$ cat config.mk
export PLATFORM = sky130hd
export DESIGN_NAME = gbi_blend_flat
export DESIGN_NICKNAME = d
export VERILOG_FILES = /design/src/hdl/gbi_pkg.sv /design/src/hdl/gbi_result_if.sv /design/src/hdl/gbi_blend.sv /design/src/flat_wrapper.sv
export SDC_FILE = /design/constraint.sdc
export NUM_CORES = 2
export LEC_CHECK = 0
export BUFFER_PORTS_ARGS = -buffer_cell sky130_fd_sc_hd__buf_2
export CAP_MARGIN = 0
export CORE_ASPECT_RATIO = 0.5
export CORE_UTILIZATION = 39
export CTS_BUF_LIST = sky130_fd_sc_hd__clkbuf_4 sky130_fd_sc_hd__clkbuf_8
export DETAILED_ROUTE_END_ITERATION = 8
export PLACE_DENSITY = 0.55
export REMOVE_ABC_BUFFERS = 1
export SLEW_MARGIN = 20
export SYNTH_ARGS = -nofsm -noshare
export SYNTH_HDL_FRONTEND = slang
export SYNTH_SLANG_ARGS = --single-unit
$ cat constraint.sdc
create_clock -name i_clk -period 24.1 [get_ports i_clk]
set_input_delay 0 -clock i_clk [delete_from_list [all_inputs] [get_ports i_clk]]
set_output_delay 0 -clock i_clk [all_outputs]
set_load 0.01 [all_outputs]
$ cat src/hdl/gbi_pkg.sv
// ----------------------------------------------------------------------------
// gbi_pkg: shared types and constants for the grid bilinear interpolator
// Field widths, item codes, status codes and register indexes.
// ----------------------------------------------------------------------------
package gbi_pkg;

    localparam int SAMPLE_W = 16;   // grid sample width
    localparam int CORD_W   = 17;   // query coordinate width
    localparam int CELL_W   = 8;    // write address field width
    localparam int ELEV_W   = 24;   // result elevation width
    localparam int STAT_W   = 2;    // result status width
    localparam int CFG_W    = 9;    // config register width
    localparam int CFG_IDX_W = 1;

    // item codes
    localparam logic MODE_WRITE = 1'b0;
    localparam logic MODE_QUERY = 1'b1;

    // status codes
    localparam logic [STAT_W-1:0] ST_OK   = 2'd0;
    localparam logic [STAT_W-1:0] ST_OOB  = 2'd1;
    localparam logic [STAT_W-1:0] ST_VOID = 2'd2;

    // register indexes
    localparam logic [CFG_IDX_W-1:0] CFG_COLS = 1'b0;
    localparam logic [CFG_IDX_W-1:0] CFG_ROWS = 1'b1;
    localparam logic [CFG_W-1:0]     CFG_DIM_RESET = 9'd256;

    // sample value that marks a cell without data
    localparam logic [SAMPLE_W-1:0] NO_DATA = 16'h8000;

    // per-query control that travels with the memory read
    typedef struct packed {
        logic oob;  // coordinate outside the grid
        logic px;   // parity of the left column
        logic py;   // parity of the upper row
    } t_qctl;

endpackage

$ cat src/hdl/gbi_result_if.sv
// ----------------------------------------------------------------------------
// gbi_result_if: result channel of the interpolator
// One beat per query: elevation and status.
// ----------------------------------------------------------------------------
interface gbi_result_if
    import gbi_pkg::*;
();
    logic                     valid;
    logic                     ready;
    logic signed [ELEV_W-1:0] elevation;
    logic        [STAT_W-1:0] status;

    modport source (
        output valid, elevation, status,
        input  ready
    );
    modport sink (
        input  valid, elevation, status,
        output ready
    );
endinterface

$ cat src/hdl/gbi_blend.sv
// ----------------------------------------------------------------------------
// gbi_blend: blend pipeline of the interpolator
// Corner select and void check, horizontal blend, vertical blend with floor
// shift and saturation, output register. Stages advance independently.
// ----------------------------------------------------------------------------
module gbi_blend
    import gbi_pkg::*;
#(
    parameter int FRAC_BITS = 8
) (
    input  logic                 i_clk,
    input  logic                 i_rst_n,
    input  logic                 i_load,      // query accepted this edge
    input  t_qctl                i_ctl,
    input  logic [FRAC_BITS-1:0] i_fx,
    input  logic [FRAC_BITS-1:0] i_fy,
    input  logic [SAMPLE_W-1:0]  i_corner [4], // bank read data, aligned with stage 1
    output logic                 o_take_en,   // stage 1 can load
    gbi_result_if.source         o_result
);

    localparam int WW = FRAC_BITS + 1;             // weight width
    localparam int AW = SAMPLE_W + WW + 1;         // row blend width
    localparam int SW = AW + WW + 1;               // full sum width
    localparam logic [WW-1:0] ONE = WW'(1) << FRAC_BITS;
    localparam longint ERR_FULL = -64'sd9999 * (64'sd1 <<< FRAC_BITS);
    localparam logic signed [ELEV_W-1:0] ELEV_MAX = 24'sh7FFFFF;
    localparam logic signed [ELEV_W-1:0] ELEV_MIN = 24'sh800000;
    localparam logic signed [ELEV_W-1:0] ERR_ELEV =
        (ERR_FULL < -64'sd8388608) ? ELEV_MIN : ELEV_W'(ERR_FULL);
    localparam logic signed [SW-1:0] SAT_HI = {{(SW-ELEV_W){1'b0}}, ELEV_MAX};
    localparam logic signed [SW-1:0] SAT_LO = {{(SW-ELEV_W){1'b1}}, ELEV_MIN};

    // stage enables
    logic en1, en2, en3;

    // stage 1: control beside the memory read
    logic                 r_s1_valid;
    t_qctl                r_s1_ctl;
    logic [FRAC_BITS-1:0] r_s1_fx;
    logic [FRAC_BITS-1:0] r_s1_fy;

    // stage 2: row blends
    logic                    r_s2_valid;
    logic [STAT_W-1:0]       r_s2_status;
    logic signed [AW-1:0]    r_s2_a;
    logic signed [AW-1:0]    r_s2_b;
    logic [FRAC_BITS-1:0]    r_s2_fy;
    logic [STAT_W-1:0]       n_s2_status;
    logic signed [AW-1:0]    n_s2_a;
    logic signed [AW-1:0]    n_s2_b;

    // output register
    logic                     r_o_valid;
    logic signed [ELEV_W-1:0] r_o_elev;
    logic [STAT_W-1:0]        r_o_status;
    logic signed [ELEV_W-1:0] n_o_elev;

    logic signed [SAMPLE_W-1:0] q1, q2, q3, q4;
    logic                       corner_void;
    logic [WW-1:0]              wx0, wx1, wy0, wy1;
    logic signed [SW-1:0]       sum;
    logic signed [SW-1:0]       shifted;

    assign en3       = !r_o_valid || o_result.ready;
    assign en2       = !r_s2_valid || en3;
    assign en1       = !r_s1_valid || en2;
    assign o_take_en = en1;

    // stage 1 registers
    always_ff @(posedge i_clk) begin
        if (!i_rst_n) begin
            r_s1_valid <= 1'b0;
        end else if (en1) begin
            r_s1_valid <= i_load;
        end
    end

    always_ff @(posedge i_clk) begin
        if (en1) begin
            r_s1_ctl <= i_ctl;
            r_s1_fx  <= i_fx;
            r_s1_fy  <= i_fy;
        end
    end

    // corner select by parity, void check, horizontal blend
    always_comb begin
        q1 = $signed(i_corner[{r_s1_ctl.py, r_s1_ctl.px}]);
        q2 = $signed(i_corner[{r_s1_ctl.py, ~r_s1_ctl.px}]);
        q3 = $signed(i_corner[{~r_s1_ctl.py, r_s1_ctl.px}]);
        q4 = $signed(i_corner[{~r_s1_ctl.py, ~r_s1_ctl.px}]);
        corner_void = (q1 == NO_DATA) || (q2 == NO_DATA) ||
                      (q3 == NO_DATA) || (q4 == NO_DATA);
        wx1 = {1'b0, r_s1_fx};
        wx0 = ONE - wx1;
        n_s2_a = AW'(q1) * AW'($signed({1'b0, wx0})) +
                 AW'(q2) * AW'($signed({1'b0, wx1}));
        n_s2_b = AW'(q3) * AW'($signed({1'b0, wx0})) +
                 AW'(q4) * AW'($signed({1'b0, wx1}));
        if (r_s1_ctl.oob) begin
            n_s2_status = ST_OOB;
        end else if (corner_void) begin
            n_s2_status = ST_VOID;
        end else begin
            n_s2_status = ST_OK;
        end
    end

    always_ff @(posedge i_clk) begin
        if (!i_rst_n) begin
            r_s2_valid <= 1'b0;
        end else if (en2) begin
            r_s2_valid <= r_s1_valid;
        end
    end

    always_ff @(posedge i_clk) begin
        if (en2) begin
            r_s2_status <= n_s2_status;
            r_s2_a      <= n_s2_a;
            r_s2_b      <= n_s2_b;
            r_s2_fy     <= r_s1_fy;
        end
    end

    // vertical blend, floor shift, saturate
    always_comb begin
        wy1     = {1'b0, r_s2_fy};
        wy0     = ONE - wy1;
        sum     = SW'(r_s2_a) * SW'($signed({1'b0, wy0})) +
                  SW'(r_s2_b) * SW'($signed({1'b0, wy1}));
        shifted = sum >>> FRAC_BITS;
        if (r_s2_status != ST_OK) begin
            n_o_elev = ERR_ELEV;
        end else if (shifted > SAT_HI) begin
            n_o_elev = ELEV_MAX;
        end else if (shifted < SAT_LO) begin
            n_o_elev = ELEV_MIN;
        end else begin
            n_o_elev = shifted[ELEV_W-1:0];
        end
    end

    always_ff @(posedge i_clk) begin
        if (!i_rst_n) begin
            r_o_valid <= 1'b0;
        end else if (en3) begin
            r_o_valid <= r_s2_valid;
        end
    end

    always_ff @(posedge i_clk) begin
        if (en3) begin
            r_o_elev   <= n_o_elev;
            r_o_status <= r_s2_status;
        end
    end

    assign o_result.valid     = r_o_valid;
    assign o_result.elevation = r_o_elev;
    assign o_result.status    = r_o_status;

endmodule

$ cat src/flat_wrapper.sv
// flat-port wrapper written by rule: the top's interface ports become plain ports
module gbi_blend_flat import gbi_pkg::*;
#(
    parameter int FRAC_BITS = 8
)
  (i_clk, i_rst_n, i_load, i_ctl, i_fx, i_fy, i_corner, o_take_en, o_result_valid, o_result_elevation, o_result_status, o_result_ready);
  gbi_result_if o_result_i ();
  input  logic i_clk;
  input  logic i_rst_n;
  input  logic i_load;
  input  t_qctl i_ctl;
  input  logic [FRAC_BITS-1:0] i_fx;
  input  logic [FRAC_BITS-1:0] i_fy;
  input  logic [SAMPLE_W-1:0] i_corner[4];
  output logic o_take_en;
  output wire logic [$bits(o_result_i.valid)-1:0] o_result_valid;
  output wire logic [$bits(o_result_i.elevation)-1:0] o_result_elevation;
  output wire logic [$bits(o_result_i.status)-1:0] o_result_status;
  input wire logic [$bits(o_result_i.ready)-1:0] o_result_ready;
  assign o_result_valid = o_result_i.valid;
  assign o_result_elevation = o_result_i.elevation;
  assign o_result_status = o_result_i.status;
  assign o_result_i.ready = o_result_ready;
  gbi_blend #(.FRAC_BITS(FRAC_BITS)) u_core (.i_clk(i_clk), .i_rst_n(i_rst_n), .i_load(i_load), .i_ctl(i_ctl), .i_fx(i_fx), .i_fy(i_fy), .i_corner(i_corner), .o_take_en(o_take_en), .o_result(o_result_i));
endmodule
==> metrics.cfg <==
[outcome]
status=complete, no violations

[route]
firstDrtPassIters=6
wire_per_inst_um=18.1
vias_per_cell=4.87
drtIter0Drc=1736
dr_wl_met2_mm=49.8
wl_met3_mm=5.52
via_count=29600
ant_nets=0
m1WireLength_mm=52.8
route.detailed.drc=0
drt-total-wl_mm=110
highest_layer=met4

[setup_path]
crit_required_ps=24290
crit_family=adder cells
worstSetupPathType=reg2reg
r2r_cells=30
startpoint=u_core.r_s1_ctl[0]
startpoint_type=register
slowest_stage=edfxtp_1
slowest_delay_ps=910
critPathArrivalTime_ps=11050
endpoint_kind=register
crit_fanout=48
crit_path_frequent_cell=fa_1
r2r_slack_ps=13240
timing.rr.end=u_core.r_s2_b[25]
critical_path_buf_inv_count=4
r2r_start=u_core.r_s1_ctl[0]

[global_routing]
overflow=0
grt_pass1_vias=31900
grt_max_degree=69
grt_pass1_wl_mm=176
antenna_found_initial=2
grt_use_total=0.211

[timing]
max_freq_ghz=0.0921
setup_viol=0
fin_skew_ps=29.5
rsz0062_at_grt=false
setup_tns_ps=0
hold_viol_final=0
holdWs_ps=85.5
maxSlewHeadroom=0.237
slew_viol_final=0
worst_slew_pin_slew_ps=1140
fin_crit_ps=10860
final.period_utilization=0.450

[synth]
avgSynthCellArea_um2=9.07
async_flop_share=0
synthSimpleGateAreaFrac=0.149
synth_area_leaders=fa_1 44%, inv_1 11%, ha_1 10%
synthXorXnorAreaFrac=0.0308
synth_ff_type=edfxtp_1
synth_fa_ha_area_frac=0.545
ys_ff_latch=110
synth_edf_count=107
synth_largest_area_cell=fa_1
synthDistinctLibCells=73
muxShareOfSynthArea=0.0164
yosysWarnings=0
synth-compound-area-share=0.0560
syn_inst=4573
synth_area_mm2=0.0415
synth_top_family_by_area=adder cells
synth.top_cell.area_share=0.441
yosysSeqAreaShare=0.0789

[final_layout]
nNetsFinal=6002
post-route-util=0.421
final_common_cell=inv_1
synthToLayoutAreaGrowth_pct=6.78
drive_gt1_frac=0.0579
layout.cells.most_common_list=1233 x inv_1, 913 x fa_1, 469 x nand2_1

[die]
rows=84
core_mm2=0.105
pin_count=115
die_y_um=233
start_util=0.394
die_w_um=463
die-area_mm2=0.108

[place]
hpwl_mm=93.6
place.gp.congestion=0.932
place.port_buffers=114

[cts]
clk_latency_ps=460
post-cts-setup-buffers=0
h-tree-depth=3
clockBufferDepth=2
numCtsBuffers=9
cts.sinks=110
cts-root-buf=clkbuf_8
path_clk_slew_ps=130
cts_tree=done

[hold_path]
whs_path_depth=3
hold_end=u_core.o_result.valid
hold_start=o_result_ready
holdCritPathClass=in2reg

[job]
drv_cap=0

==> cells in the mapped netlist (8+ instances only) <==
master	n
a21boi_2	12
a21o_1	26
a21oi_1	112
and2_1	409
and3_1	13
buf_1	19
clkbuf_1	102
edfxtp_1	107
fa_1	913
ha_1	346
inv_1	1233
mux2_2	32
mux2i_1	32
nand2_1	470
nand2b_1	18
nand3_1	19
nor2_1	264
nor2b_1	13
nor3_1	33
nor4_1	17
o211ai_1	9
o21a_1	43
o21ai_0	63
o21bai_1	14
or3_1	8
xnor2_1	107
xor2_1	39
==> through the flow <==
step	setup WS, ps	instances	cell area, um^2
after global routing	12600	6081	44300
final	13240	6082	44300
after floorplan	13880	4447	41000
after CTS	13310	6080	44300
after detailed placement	13360	6043	43900
after global placement	13490	6041	43800
==> registers in the layout, summed over array words and instances, names as in the netlist <==
register	count
u_core.r_s2_valid	1
u_core.r_s2_a	26
u_core.r_s1_valid	1
u_core.r_s2_status	2
u_core.r_s1_fx	8
u_core.r_s1_fy	8
u_core.o_result.status	2
u_core.r_s2_fy	8
u_core.r_s2_b	26
u_core.o_result.valid	1
u_core.r_s1_ctl	3
u_core.o_result.elevation	24
==> routing by layer <==
layer	GRT usage	vias up
li1	-	13700
met2	0.346	645
met5	0	-
met4	0.0435	0
met1	0.300	15200
met3	0.0265	107
==> cell type report <==
type	instances	area (um^2)
fillers	10500	60900
multi-input cells	3102	33100
inverters	1235	4640
flip-flops and latches	110	3270
well taps	1419	1780
repair buffers	198	1250
clock buffers	9	124
clock inverters	7	72.6
diodes	2	5.00
==> worst max path at each step <==
| stage | endpoint | cells after the start | slack, ps |
|---|---|---|---|
| 2_1_floorplan | u_core.r_s2_b[25] | 32 | 13880 |
| 3_3_place_gp | u_core.r_s2_b[25] | 30 | 13490 |
| 3_5_place_dp | u_core.r_s2_a[25] | 32 | 13360 |
| 4_1_cts | u_core.r_s2_b[25] | 27 | 13310 |
| 5_1_grt | u_core.r_s2_b[25] | 30 | 12600 |
| 6_report | u_core.r_s2_b[25] | 30 | 13240 |
==> worst min-delay path, stage by stage <==
cell and delay [ps]:
buf_2 70, nor2b_1 180, o21a_1 230
==> logic make-up (layout without fill, tap and decap cells) <==
family / Yosys count / in the layout
XOR/XNOR: 146 / 146
adder cells (fa/ha/maj): 1259 / 1259
AND/OR/NAND/NOR: 1286 / 1286
other: 0 / 2
AO/OA/AOI/OAI: 347 / 347
buffers and inverters: 1361 / 1449
flip-flops: 110 / 110
multiplexers: 64 / 64
==> timing repair <==
| item | 4_1_cts | 5_1_grt |
|---|---|---|
| hold buffers | 21 | 0 |
| hold endpoints to repair | 22 | 0 |
| resized for setup | 0 | 0 |
Power is left out: the tool's default activity adds up to more than one toggle a clock period on the data nets, which glitch-free logic cannot reach.
